==> config.mk <==
export PLATFORM = sky130hd
export DESIGN_NAME = binary_modular_inverse
export DESIGN_NICKNAME = d
export VERILOG_FILES = /design/src/rtl/bmi_pkg.sv /design/src/rtl/binary_modular_inverse.sv
export SDC_FILE = /design/constraint.sdc
export NUM_CORES = 2
export LEC_CHECK = 0
export CAP_MARGIN = 20
export CORE_ASPECT_RATIO = 0.8
export CORE_MARGIN = 3
export CORE_UTILIZATION = 38
export DETAILED_ROUTE_END_ITERATION = 10
export DONT_BUFFER_PORTS = 1
export GPL_ROUTABILITY_DRIVEN = 0
export PLACE_DENSITY_LB_ADDON = 0.3
export SLEW_MARGIN = 10
export SYNTH_ARGS = -nofsm -noshare
export SYNTH_HDL_FRONTEND = slang
export SYNTH_SLANG_ARGS = --single-unit
==> constraint.sdc <==
create_clock -name clock -period 21.1 [get_ports clock]
set_clock_uncertainty 0.15 [all_clocks]
set_input_delay 2.11 -clock clock [delete_from_list [all_inputs] [get_ports clock]]
set_output_delay 2.11 -clock clock [all_outputs]
set_load 0.02 [all_outputs]
==> src/rtl/bmi_pkg.sv <==
// Package for the binary modular inverse block: item types and command codes.
// No dependencies.
package bmi_pkg;

   localparam logic [1:0] CMD_WR_MOD  = 2'd0;
   localparam logic [1:0] CMD_WR_ELEM = 2'd1;
   localparam logic [1:0] CMD_COMPUTE = 2'd2;

   typedef struct packed {
      logic [1:0]  cmd;
      logic [3:0]  word_index;
      logic [31:0] word_value;
   } req_type;

   typedef struct packed {
      logic [31:0] result_word;
      logic [3:0]  result_index;
      logic        last_word;
   } rsp_type;

endpackage

==> src/rtl/binary_modular_inverse.sv <==
// Binary modular inverse, top level: word stores, bit-serial datapath, result output.
// Depends on bmi_pkg.
//
// Loads modulus m and element e a 32-bit word at a time (cmd 0 and 1; an index at or
// above NUM_WORDS is dropped). Compute (cmd 2) finds e^-1 mod odd m by the binary
// extended Euclid method over 2*L-1 iterations, L the bit length of m, and returns
// NUM_WORDS result items, least significant word first, last_word on the top one.
// All arithmetic is done one bit per cycle over W = NUM_WORDS*32 bits, apart
// from the swap step. A compute first scans m to find L, then per iteration does
// a serial compare, a pass for a - b and s1 - s2 (after a swap when the operands
// swap), a pass to add m back on a borrow and a pass for the halving add with a
// shifted alongside; then it outputs the NUM_WORDS result items. The input is
// stalled for the whole compute and output. Writes leave the block idle and ready
// for the next item. The walk across W bits of each word vector sets the rate.
module binary_modular_inverse #(
   parameter int NUM_WORDS = 8
) (
   input  logic             clock,
   input  logic             reset,
   input  logic             req_valid,
   output logic             req_stall,
   input  bmi_pkg::req_type req_data,
   output logic             rsp_valid,
   input  logic             rsp_stall,
   output bmi_pkg::rsp_type rsp_data
);

   localparam int W  = NUM_WORDS * 32;
   localparam int BW = $clog2(W + 1);
   localparam int IW = BW + 1;
   localparam int WI = (NUM_WORDS > 1) ? $clog2(NUM_WORDS) : 1;

   localparam logic [2:0] ST_IDLE = 3'd0;
   localparam logic [2:0] ST_LEN  = 3'd1;
   localparam logic [2:0] ST_CMP  = 3'd2;
   localparam logic [2:0] ST_UPD  = 3'd3;
   localparam logic [2:0] ST_OUT  = 3'd4;

   logic [2:0]    state_ff;
   logic [W-1:0]  mod_ff, elem_ff;       // stores
   logic [W-1:0]  a_ff, b_ff, s1_ff, s2_ff, mr_ff;
   logic [BW-1:0] cnt_ff;
   logic [IW-1:0] iter_ff;
   logic          less_ff, odd_ff;
   logic          bor_a_ff, bor_s_ff, cy_ff, fix_ff;
   logic [WI-1:0] oidx_ff;
   logic          accept;

   assign req_stall = (state_ff != ST_IDLE);
   assign accept    = req_valid && !req_stall;
   assign rsp_valid = (state_ff == ST_OUT);
   assign rsp_data.result_word  = s2_ff[31:0];
   assign rsp_data.result_index = 4'(oidx_ff);
   assign rsp_data.last_word    = (oidx_ff == WI'(NUM_WORDS - 1));

   // serial bit of each operand
   logic xa, xb, x1, x2, xm;
   logic da, ds, nba, nbs, dd, nc;
   always_comb begin
      xa = a_ff[0];
      xb = b_ff[0];
      x1 = s1_ff[0];
      x2 = s2_ff[0];
      xm = mr_ff[0];
      // a - b
      da  = xa ^ xb ^ bor_a_ff;
      nba = (!xa & (xb | bor_a_ff)) | (xb & bor_a_ff);
      // s1 - s2
      ds  = x1 ^ x2 ^ bor_s_ff;
      nbs = (!x1 & (x2 | bor_s_ff)) | (x2 & bor_s_ff);
      // s1 + m when fix is set: borrow fix-up, then the halving add
      dd  = x1 ^ (xm & fix_ff) ^ cy_ff;
      nc  = (x1 & (xm & fix_ff)) | (cy_ff & (x1 ^ (xm & fix_ff)));
   end

   // Three passes per update:
   // pass P0 (in ST_UPD, phase 0): if a is odd, a-=b, s1-=s2 (raw), note borrow.
   // pass P1: s1 += m if borrow, note parity.  pass P2: s1 += m if odd, shift.
   logic [1:0] ph_ff;
   logic       par_ff;

   always_ff @(posedge clock) begin
      if (reset) begin
         state_ff <= ST_IDLE;
         mod_ff <= '0; elem_ff <= '0;
         a_ff <= '0; b_ff <= '0; s1_ff <= '0; s2_ff <= '0;
      end else begin
         unique case (state_ff)
            ST_IDLE: begin
               if (accept) begin
                  if (req_data.cmd == bmi_pkg::CMD_WR_MOD &&
                      32'(req_data.word_index) < NUM_WORDS)
                     mod_ff[req_data.word_index[WI-1:0]*32 +: 32] <= req_data.word_value;
                  if (req_data.cmd == bmi_pkg::CMD_WR_ELEM &&
                      32'(req_data.word_index) < NUM_WORDS)
                     elem_ff[req_data.word_index[WI-1:0]*32 +: 32] <= req_data.word_value;
                  if (req_data.cmd == bmi_pkg::CMD_COMPUTE) begin
                     state_ff <= ST_LEN;
                     mr_ff  <= mod_ff;
                     cnt_ff <= '0;
                     iter_ff <= '0;
                     a_ff <= elem_ff; b_ff <= mod_ff;
                     s1_ff <= W'(1); s2_ff <= '0;
                  end
               end
            end
            ST_LEN: begin
               // bit length: scan LSB up, remember 2*pos+1 at each set bit
               if (mr_ff[0]) iter_ff <= IW'(2 * cnt_ff + 1);
               mr_ff <= {mr_ff[0], mr_ff[W-1:1]};
               if (cnt_ff == BW'(W - 1)) begin
                  cnt_ff <= '0;
                  state_ff <= ST_CMP;
                  less_ff <= 1'b0;
                  odd_ff <= a_ff[0];
               end else cnt_ff <= cnt_ff + 1'b1;
            end
            ST_CMP: begin
               if (iter_ff == '0) begin
                  state_ff <= ST_OUT; oidx_ff <= '0;
               end else begin
                  // serial compare LSB first: higher bits override
                  if (a_ff[0] != b_ff[0]) less_ff <= b_ff[0];
                  a_ff <= {a_ff[0], a_ff[W-1:1]};
                  b_ff <= {b_ff[0], b_ff[W-1:1]};
                  if (cnt_ff == BW'(W - 1)) begin
                     cnt_ff <= '0; state_ff <= ST_UPD; ph_ff <= 2'd0;
                     bor_a_ff <= 1'b0; bor_s_ff <= 1'b0; cy_ff <= 1'b0;
                  end else cnt_ff <= cnt_ff + 1'b1;
               end
            end
            ST_UPD: begin
               unique case (ph_ff)
                  2'd0: begin
                     if (cnt_ff == '0 && odd_ff && less_ff) begin
                        // swap first (m held still), then start
                        a_ff <= b_ff; b_ff <= a_ff; s1_ff <= s2_ff; s2_ff <= s1_ff;
                        less_ff <= 1'b0;
                     end else begin
                        mr_ff <= {mr_ff[0], mr_ff[W-1:1]};
                        a_ff  <= {odd_ff ? da : xa, a_ff[W-1:1]};
                        b_ff  <= {b_ff[0], b_ff[W-1:1]};
                        s1_ff <= {odd_ff ? ds : x1, s1_ff[W-1:1]};
                        s2_ff <= {s2_ff[0], s2_ff[W-1:1]};
                        bor_a_ff <= nba; bor_s_ff <= nbs;
                        if (cnt_ff == BW'(W - 1)) begin
                           cnt_ff <= '0; ph_ff <= 2'd1;
                           fix_ff <= odd_ff && nbs; cy_ff <= 1'b0;
                        end else cnt_ff <= cnt_ff + 1'b1;
                     end
                  end
                  2'd1: begin
                     mr_ff <= {mr_ff[0], mr_ff[W-1:1]};
                     s1_ff <= {dd, s1_ff[W-1:1]};
                     cy_ff <= nc;
                     if (cnt_ff == '0) par_ff <= dd;
                     if (cnt_ff == BW'(W - 1)) begin
                        cnt_ff <= '0; ph_ff <= 2'd2;
                        fix_ff <= (cnt_ff == '0) ? dd : par_ff; cy_ff <= 1'b0;
                     end else cnt_ff <= cnt_ff + 1'b1;
                  end
                  default: begin
                     // s1 + m (if odd), then shift right with carry on top;
                     // a shifted right in the same pass
                     mr_ff <= {mr_ff[0], mr_ff[W-1:1]};
                     s1_ff <= {dd, s1_ff[W-1:1]};
                     cy_ff <= nc;
                     a_ff  <= {a_ff[0], a_ff[W-1:1]};
                     if (cnt_ff == BW'(W - 1)) begin
                        s1_ff <= {nc, dd, s1_ff[W-1:2]};
                        a_ff  <= {1'b0, a_ff[0], a_ff[W-1:2]};
                        cnt_ff <= '0; state_ff <= ST_CMP;
                        iter_ff <= iter_ff - 1'b1;
                        less_ff <= 1'b0;
                        odd_ff <= a_ff[2 % W];
                     end else cnt_ff <= cnt_ff + 1'b1;
                  end
               endcase
            end
            ST_OUT: begin
               if (!rsp_stall) begin
                  s2_ff <= {s2_ff[31:0], s2_ff[W-1:32]};
                  oidx_ff <= oidx_ff + 1'b1;
                  if (oidx_ff == WI'(NUM_WORDS - 1)) state_ff <= ST_IDLE;
               end
            end
            default: state_ff <= ST_IDLE;
         endcase
      end
   end

endmodule

==> impl_metrics.csv <==
group,metric,value,unit
outcome,outcome,"complete, but fails checks",
outcome,violations,"slew limit",
flow_run,maxCapViolations,0,
detailed_routing,vias_per_cell,6.53,
sta,finalSetupTns,0,ns
detailed_routing,wl,288000,µm
clock_network,h-tree-depth,4,
die,start_util,38.3,%
layout,drive_gt1_share,11.0,%
grt,antenna_found_initial,8,
pwr,power.density,84.0,nW/µm²
setup_path,crit_type,"input port to register",
detailed_routing,vias,75855,
grt,grt_max_degree,1373,
yosys,synth_ff_type,"dfxtp_1",
yosys,syn_area,84400,µm²
pwr,peakVddDrop,0.0884,mV
clock_network,cts_buffer_depth,3,
yosys,synth_top_area_share,36.5,%
clock_network,cts_tree,"yes",
sta,rsz0062_at_grt,"no",
sta,max_slew_margin,-22.3,%
clock_network,root_buffer,"clkbuf_16",
clock_network,cts.repair.resized,0,
sta,final-max-slew-violation-count,248,
yosys,yosys_warnings,0,
layout,fin_nets,8541,
detailed_routing,first_pass_iters,10,
yosys,synth_edf_count,287,
clock_network,cts_setup_buffers,0,
die,num_io_pins,81,
sta,setup_viol,0,
setup_path,arrival,7.38,ns
yosys,yosysTopAreaCell,"dfxtp_1",
placed_design,hpwl,148000,µm
yosys,synth_nets,9319,
placed_design,dpl_cell_area,84900,µm²
layout,finalInstanceArea,91200,µm²
grt,grt_pass1_wl,443000,µm
layout,fillers,21218,
setup_path,required,21.69,ns
yosys,async_reset_ff_share,0,%
detailed_routing,ant_nets,0,
grt,grt_pass1_vias,71346,
detailed_routing,drtIter0Drc,11402,
die,num_rows,154,
setup_path,path_max_fanout,327,
clock_network,cts_made_buffers,192,
layout,area_growth,8.03,%
placed_design,portBuffers,0,
setup_path,start_kind,"input port",
die,dieArea,228000,µm²
pwr,total_power,7.67,mW
sta,hold_violations,0,
die,die_x,533,µm
detailed_routing,avgRoutedWirePerCell,24.8,µm
grt,grtUsageTotal,23.9,%
detailed_routing,post-route-drc-count,0,
die,die_y,428,µm
clock_network,cts.sinks,1826,
grt,grt_overflow_total,0,
yosys,yosys-top-cells-area,"dfxtp_1 36%, edfxtp_1 10%, a221oi_1 7.1%",
yosys,syn_inst,9263,
die,coreArea,221000,µm²
yosys,synthDistinctLibCells,66,
sta,fin_crit_sh,32.2,%
pwr,p_leak,29.6,nW
sta,fmax,0.147,GHz
clock_network,cts.hold.buffers_added,0,
yosys,yosysSeqAreaShare,46.7,%
yosys,yosys_register_bits,1826,
setup_path,endpoint_kind,"register",
sta,max_slew.worst_pin.slew,1.84,ns
sta,period_minus_slack,6.80,ns
clock_network,path_clk_slew,0.06,ns
yosys,postSynthAreaPerCell,9.12,µm²
worst_hold_path,worstHoldPathType,"register to register",
clock_network,clock_latency,0.85,ns
==> placed cells by master (no fill, tap or decap), drive strengths merged, types with 6 or more instances in the layout <==
master / instances
nand2b: 7
nand3b: 385
a211oi: 697
mux2: 258
or3: 10
ha: 11
o221a: 254
nor2: 1023
dfxtp: 1539
o21ai: 471
a311oi: 82
buf: 106
xor2: 7
clkbuf: 283
nor4: 8
edfxtp: 287
diode: 6
and3: 7
a221oi: 685
nor3b: 80
a222oi: 256
inv: 29
nor3: 269
a21oi: 98
clkinv: 63
nand3: 9
o31ai: 176
nand2: 1354
mux2i: 131
==> Yosys cell counts (82+ instances only) <==
master	count
dfxtp_1	1539
nand2_1	1354
nor2_1	1023
clkbuf_1	849
a211oi_1	696
a221oi_1	685
o21ai_0	468
nand3b_1	385
edfxtp_1	287
nor3_1	267
mux2_2	257
a222oi_1	256
o221a_2	254
o31ai_1	176
mux2i_1	131
buf_2	116
a21oi_1	97
a311oi_1	82
==> path summary, 6_finish.rpt <==
check	from	endpoint	slack, ns	depth (start not counted)
worst max register to register	state_ff[1]$_SDFFE_PP0P_	b_ff[248]$_SDFFE_PP0P_	15.61	9
worst min register to register	s1_ff[22]$_SDFFE_PP0P_	s1_ff[21]$_SDFFE_PP0P_	0.34	2
worst min-delay path	s1_ff[22]$_SDFFE_PP0P_	s1_ff[21]$_SDFFE_PP0P_	0.34	2
worst max-delay path	reset	a_ff[39]$_SDFFE_PP0P_	14.30	9
==> cell families (layout without fill, tap and decap cells) <==
family / Yosys count / in the layout / share of synthesized area (%)
adders and majority gates: 14 / 14 / 0.234
buffers and inverters: 1100 / 486 / 5.33
and+or+nand+nor: 3179 / 3179 / 16.9
DFF: 1826 / 1826 / 46.7
muxes: 389 / 389 / 5.00
other: 1 / 7 / 0.00444
xor gates and xnor gates: 12 / 12 / 0.124
AOI/OAI and AO/OA: 2742 / 2742 / 25.7
==> per-layer routing <==
metal / vias to the layer above / share of wire [%] / track usage [%]
li1: 33633 / - / -
met1: 37703 / 45 / 35.1
met4: 6 / 2.5 / 7.24
met5: - / 0.014 / 0
met3: 474 / 9.9 / 4.61
met2: 4039 / 43 / 35.3
==> cell type report <==
type / instances / area (µm²) / area share, %
antenna: 6 / 15.0 / 0.0165
clock buffer: 283 / 5430 / 5.95
clock inverter: 75 / 657 / 0.720
inverter: 22 / 90.1 / 0.0987
multi-input combinational: 6337 / 40800 / 44.7
sequential: 1826 / 39400 / 43.2
tap: 2964 / 3710 / 4.07
timing repair buffer: 106 / 1120 / 1.23
==> critical path, cell delays in order <==
cell and delay, ns:
buf_16 0.30, buf_16 0.51, buf_16 0.46, a211oi_4 0.46, buf_4 0.68, buf_4 0.99
buf_4 0.86, nand2_1 0.14, o31ai_1 0.12
==> power by group <==
| group | internal, mW | switching, mW | leakage [nW] |
|---|---|---|---|
| registers | 3.68 | 0.150 | 15.2 |
| logic | 0.163 | 0.344 | 11.4 |
| clock network | 1.84 | 1.49 | 2.99 |
| total | 5.68 | 1.98 | 29.6 |
==> registers in the layout, summed over array words and instances, names as in the netlist <==
| register | cells |
|---|---|
| cnt_ff | 9 |
| s1_ff | 256 |
| mod_ff | 256 |
| oidx_ff | 3 |
| par_ff | 1 |
| iter_ff | 10 |
| less_ff | 1 |
| bor_s_ff | 1 |
| elem_ff | 256 |
| s2_ff | 256 |
| odd_ff | 1 |
| bor_a_ff | 1 |
| state_ff | 3 |
| cy_ff | 1 |
| mr_ff | 256 |
| b_ff | 256 |
| fix_ff | 1 |
| ph_ff | 2 |
| a_ff | 256 |
==> stage by stage <==
stage | util, % | worst slack [ns] | instances | hold slack [ns]
detailed placement | 38.5 | 15.04 | 11246 | 0.323
floorplan | - | 4.97 | 9263 | 0.307
CTS | 41.2 | 15.04 | 11604 | 0.336
global placement | 38.5 | 15.18 | 11246 | 0.319
global route | 41.3 | 14.37 | 11615 | 0.359
finish | 41.3 | 14.30 | 11619 | 0.338
(Power assumes the default switching activity.)
